## config.mk

```make
export PLATFORM = sky130hd
export DESIGN_NAME = nct_csum
export DESIGN_NICKNAME = d
export VERILOG_FILES = /design/src/design/nct_pkg.sv /design/src/design/nct_csum.sv
export SDC_FILE = /design/constraint.sdc
export NUM_CORES = 1
export LEC_CHECK = 0
export BUFFER_PORTS_ARGS = -buffer_cell sky130_fd_sc_hd__buf_2
export CELL_PAD_IN_SITES_DETAIL_PLACEMENT = 1
export CELL_PAD_IN_SITES_GLOBAL_PLACEMENT = 2
export CORE_MARGIN = 1.5
export CORE_UTILIZATION = 28
export DETAILED_ROUTE_END_ITERATION = 6
export GPL_ROUTABILITY_DRIVEN = 1
export PLACE_DENSITY = 0.76
export SETUP_SLACK_MARGIN = 0.02
export SYNTH_ARGS = -nofsm -noshare
export SYNTH_HDL_FRONTEND = slang
export SYNTH_SLANG_ARGS = --single-unit
```

## constraint.sdc

```tcl
create_clock -name vclk -period 10.95
set_input_delay 1.095 -clock vclk [all_inputs]
set_output_delay 1.095 -clock vclk [all_outputs]
set_load 0.05 [all_outputs]
```

## src/design/nct_pkg.sv

```systemverilog
`default_nettype none
package nct_pkg;
	localparam int TABLE_ENTRIES = 20;
	localparam int IDX_W = $clog2(TABLE_ENTRIES);
	localparam int SLOT_W = 5;
	localparam logic [3:0] IPV4_VERSION = 4'd4;
	localparam logic [7:0] PROTO_TCP = 8'd6;

	typedef enum logic [1:0] {
		OP_ADD = 2'd0,
		OP_DEL = 2'd1,
		OP_XLATE = 2'd2,
		OP_CLEAR = 2'd3
	} op_t;

	typedef enum logic [1:0] {
		ST_OK = 2'd0,
		ST_REJECT = 2'd1,
		ST_MISS = 2'd2,
		ST_NOT_TCP = 2'd3
	} status_t;

	typedef enum logic [2:0] {
		S_IDLE,
		S_SCAN,
		S_CLEAR,
		S_CSUM,
		S_OUT
	} state_t;

	typedef enum logic [1:0] {
		CS_IP,
		CS_PORT,
		CS_TCP_IP
	} cs_step_t;

	// one checksum update step: wide selects 32-bit or 16-bit replacement
	typedef struct packed {
		logic        wide;
		logic [15:0] check;
		logic [31:0] oldv;
		logic [31:0] newv;
	} csum_req_t;
endpackage
`default_nettype wire

```

## src/design/nct_csum.sv

```systemverilog
`default_nettype none
// Shared ones-complement checksum update unit, one update per cycle.
module nct_csum (
	input  wire nct_pkg::csum_req_t req,
	output logic [15:0]             check
);
	import nct_pkg::*;

	logic [18:0] sum;
	logic [16:0] f1;
	logic [15:0] f2;

	always_comb begin
		sum = {3'b000, ~req.check} + {3'b000, ~req.oldv[15:0]} + 19'(req.newv[15:0]);
		if (req.wide) begin
			sum = sum + {3'b000, ~req.oldv[31:16]} + 19'(req.newv[31:16]);
		end
		f1 = 17'(sum[15:0]) + 17'(sum[18:16]);
		f2 = f1[15:0] + 16'(f1[16]);
		if (f2 == 16'd0) begin
			f2 = 16'hFFFF;
		end
		check = ~f2;
	end
endmodule
`default_nettype wire

```

Yosys cells after proc, flatten, opt, wreduce, memory -nomap -nowiden
Index checks and enable logic that the tools add are counted.
{ "op_classes": {"n_addsub": 6, "mul": 0, "div": 0, "magnitude_cmp": 0, "n_eq_ne": 0, "shift": 0, "muxes": 2, "bitwise_logic": 4, "n_reduce_logical": 1} }
{ "ops": {"columns": ["operator", "count"], "rows": [
  ["16-bit inverter", 4],
  ["18-bit by 16-bit adder with 19-bit output", 1],
  ["19-bit by 16-bit adder with 19-bit output", 1],
  ["19-bit two-way mux", 1],
  ["17-bit by 16-bit adder with 18-bit output", 1],
  ["16-bit by 16-bit adder with 17-bit output", 1],
  ["16-bit by 3-bit adder with 17-bit output", 1],
  ["16-bit by 1-bit adder with 16-bit output", 1],
  ["16-bit zero test", 1],
  ["16-bit two-way mux", 1]
]} }
{ "word_totals": {"reg_bits": 0, "latchBits": 0, "mem_bits_rw": 0, "rom_bits": 0, "input_bits": 81, "output_inout_bits": 16, "word_cells": 13, "memories": 0} }

Depth between registers and ports, before layout
{ "logic_depth": {"ltp_word": 11, "mapped_depth": 44, "ltp_nobuf": 42} }

Worst setup path before layout
No wires, ideal clock.
{ "synth_timing": {"kind": "input to output", "from": "input req[1] in the netlist's numbering", "to": "output check[6]", "t_arrival_ps": 10056, "required_time_ps": 9855, "slack_ps": -201, "path_stages": 41, "n_path_buf": 1, "path_cell_list": "inv_1 > fa_1 > inv_1 > ha_1 > fa_1 > a21o_1 > a211o_1 > a31o_1 > a211o_1 > a221o_1 > fa_1 > inv_1 > ha_1 > or4_1 > o21ai_1 > nor2_1 > o21a_1 > o21ai_0 > [... 5 more ...] > nor2b_1 > o21ai_1 > nor3_1 > nand3_1 > nand2b_1 > nor2b_1 > ha_1 > nor3b_1 > nor2b_1 > inv_1 > or4_1 > o32a_1 > nand2_1 > nand4_1 > or4_4 > nor4_4 > buf_6 > nor2_1"} }
{ "synth_between": {"elab_chain_cells": 9} }
{ "synth_lines": {"columns": ["element", "line_no", "source"], "rows": [
  ["start, declared", "nct_csum.sv:4", "input wire nct_pkg::csum_req_t req,"],
  ["17-bit by 16-bit adder with 18-bit output *", "nct_csum.sv:14", "sum = {3'b000, ~req.check} + {3'b000, ~req.oldv[15:0]} + 19'(req.newv[15:0]);"],
  ["18-bit by 16-bit adder with 19-bit output", "nct_csum.sv:16", "sum = sum + {3'b000, ~req.oldv[31:16]} + 19'(req.newv[31:16]);"],
  ["19-bit by 16-bit adder with 19-bit output", "nct_csum.sv:16", null],
  ["19-bit two-way mux *", "nct_csum.sv:15", "if (req.wide) begin"],
  ["16-bit by 3-bit adder with 17-bit output *", "nct_csum.sv:18", "f1 = 17'(sum[15:0]) + 17'(sum[18:16]);"],
  ["16-bit by 1-bit adder with 16-bit output *", "nct_csum.sv:19", "f2 = f1[15:0] + 16'(f1[16]);"],
  ["16-bit zero test", "nct_csum.sv:20", "if (f2 == 16'd0) begin"],
  ["16-bit two-way mux *", "nct_csum.sv:20", null],
  ["16-bit inverter *", "nct_csum.sv:23", "check = ~f2;"],
  ["end, declared", "nct_csum.sv:5", "output logic [15:0] check"]
]} }
Every way passes the cells marked *; elsewhere a longest branch is shown, timed or not.

Worst setup path after layout
{ "layout_timing": {"from": "input req[1] in the netlist's numbering", "to": "output check[13]"} }
The elaborated chain is that of the path after synthesis.

==> flow_summary_export.csv <==
group,metric,value,unit
yosys,synth_simple_gate_area_share,22.77,%
timing,min_period_over_period,98.77,%
finish,postLayoutCellArea,5630,um2
power,leakage,2.855,nW
yosys,muxShareOfSynthArea,1.837,%
yosys,syn_nets,707,
finish,num_antenna_cells,0,
routing,wl_per_cell,14.88,um
flow_run,maxCapViolCount,0,
finish,seqCellArea,0,um2
place,port_buffers,97,
finish,area_delta_synth_final,42.50,%
routing,vias_per_cell,5.034,
yosys,yosys.area.top_type,"fa_1",
finish,nFlopsAndLatches,0,
critical_path,crit_family,"compound AO/OA/AOI/OAI gates",
die,die_w,121.8,um
critical_path,crit_type,"in2out",
critical_path,critPathLaunchType,"primary input",
yosys,ys_top_cells_by_area,"fa_1, ha_1, inv_1, nor2_1, a21oi_1",
place,postPlaceCellArea,5081,um2
critical_path,cp.buffers_inverters,20,
timing,max_freq,92.46,MHz
power,p_int,0.6765,mW
die,core,13830,um2
finish,fillers,1746,
yosys,synth_seq_area_share,0,%
critical_path,endpoint_kind,"output port",
finish,fin_nets,875,
critical_path,cp_max_fo,7,
routing,drt_drc_violations_left,0,
power,powerDensity,293.4,nW/um2
critical_path,arrival,9.72,ns
timing,max_slew_margin,48.47,%
die,ios,97,
yosys,netlist_area,3951,um2
critical_path,crit_start,"req[1]",
yosys,synth-adder-area-share,29.13,%
die,std_cell_rows,43,
global_route,gr-total-overflow,0,
timing,report.final.hold_viol_count,0,
critical_path,critPathSlowestCell,"or4_4",
yosys,yosysUniqueCellTypes,68,
timing,layout_setup_ws,0.1349,ns
yosys,synth_xor_area_share,6.428,%
outcome,status,"completed",
global_route,grt_max_degree,31,
critical_path,worst_ep_required_time,9.86,ns
power,switching_power,0.9755,mW
critical_path,slowest_delay,0.56,ns
yosys,synthCells,555,
timing,period_needed,10.82,ns
die,initial_core_util,28.58,%
finish,layout.cells.non_filler,901,
yosys,synth-warning-count,0,
timing,setup_violations,0,
global_route,antenna_found_initial,0,
worst_hold_path,hold_path.class,"in2out",
timing,slew_violations,0,
timing,tightestPinTransition,0.7648,ns
critical_path,crit_path_end,"check[13]",
critical_path,crit_top_cell,"buf_4",
place,placed_cells,873,
finish,clock_buffers,0,
yosys,netlist.area_leader.share,17.73,%
die,chipHeight,121.8,um
power,sequentialPowerShare,0,%
global_route,grt.total_usage,17.73,%
yosys,synth_top_family_by_area,"adder cells",
finish,drive_above_1_share,34.40,%
place,dp_worst_setup_slack,-0.5619,ns
global_route,grt_pass1_vias,4748,
yosys,synth-compound-area-share,27.87,%
power,clock_power_share,0,%
timing,rsz0062_at_grt,"yes",
yosys,synth_area_per_cell,7.119,um2
routing,wl,13410,um
routing,detail-route-antenna-nets,0,
die,dieArea,14830,um2
place,place_congestion,0.8640,
critical_path,crit_cells,48,
routing,via_count,4536,
power,combPwrFrac,100.0,%
routing,drtIter0Drc,207,
place,dp_hpwl,11070,um
routing,first_pass_iters,4,
power,switching_share,59.05,%
global_route,grt_pass1_wl,21870,um
power,vdd_drop_max,0.1138,mV
[cell type report]
type,instances,area (um2),share of cell area (%)
Multi-Input combinational cell,432,3756,66.71
Timing Repair Buffer,180,1240,22.02
Inverter,109,409.1,7.267
Tap cell,180,225.2,4.000
[per-stage QoR]
step           util [%]  setup TNS, ns  total power, mW  hold slack [ns]
2_1_floorplan         -              0            1.043            2.874
3_3_place_gp      36.75         -3.007            1.408            3.112
3_5_place_dp      36.75         -8.282            1.438            3.120
4_1_cts           39.33              0            1.569            3.106
5_1_grt           40.72         -3.756            1.808            3.178
6_report          40.72              0            1.652            3.125
[kinds of logic after synthesis]
logic type / Yosys count
multiplexers: 7
buffers and inverters: 123
XOR/XNOR: 29
AO/OA/AOI/OAI: 157
AND/OR/NAND/NOR: 168
adder cells (fa/ha/maj): 71
[routing by layer]
layer  global-route usage, %  up-vias  part of all wire [%]
met5                       0        -                     0
met2                   33.92       93                    50
li1                        -     2278                     -
met4                   2.206        0                   1.2
met3                  0.4682       10                   3.5
met1                   22.57     2155                    45
[worst min path at each step]
| stage | from | endpoint | slack, ns | cells after the start |
|---|---|---|---|---|
| after floorplan | req[80] | check[5] | 2.87 | 4 |
| after global placement | req[80] | check[8] | 3.11 | 5 |
| after detailed placement | req[80] | check[8] | 3.12 | 5 |
| after CTS | req[80] | check[8] | 3.11 | 5 |
| after global routing | req[80] | check[8] | 3.18 | 5 |
| final | req[80] | check[8] | 3.12 | 5 |
[synth_stat cells (4+ instances only)]
cell	n
a2111oi_0	4
a211o_1	8
a211oi_1	8
a21o_1	16
a21oi_1	29
a31oi_1	7
and2_1	4
and3_1	7
and4_1	4
clkbuf_1	8
fa_1	35
ha_1	36
inv_1	109
mux2i_1	5
nand2_1	31
nand2b_1	11
nand3_1	11
nand4_1	11
nor2_1	39
nor2b_1	9
nor3_1	10
nor4_1	7
o2111ai_1	4
o211ai_1	4
o21a_1	11
o21ai_0	23
o21ai_1	7
or2_2	4
or3_1	7
xnor2_1	16
xor2_1	13
[cell usage in the layout, fill, tap and decap left out, drive strengths merged, types with 13 or more instances in the layout]
cell type	Yosys	routed
ha	36	36
nor2	39	39
buf	6	179
xnor2	16	16
xor2	13	13
inv	109	109
o21ai	30	30
a21o	16	16
nand2	31	31
a21oi	30	30
fa	35	35
[repair_timing]
action | CTS | global route
endpoints found under the setup margin | 16 | 16
buffers inserted | 22 | 6
pin swaps | 9 | 9
gates resized for setup | 50 | 42
cloned | 1 | 0
hold buffers | 0 | 0
[power groups by stage]
stage                     Combinational [mW]  Sequential [mW]  Clock [mW]
after floorplan                         1.04                0           0
after global placement                  1.41                0           0
after detailed placement                1.44                0           0
after CTS                               1.57                0           0
after global routing                    1.81                0           0
final                                   1.65                0           0
(Power assumes the default switching activity.)
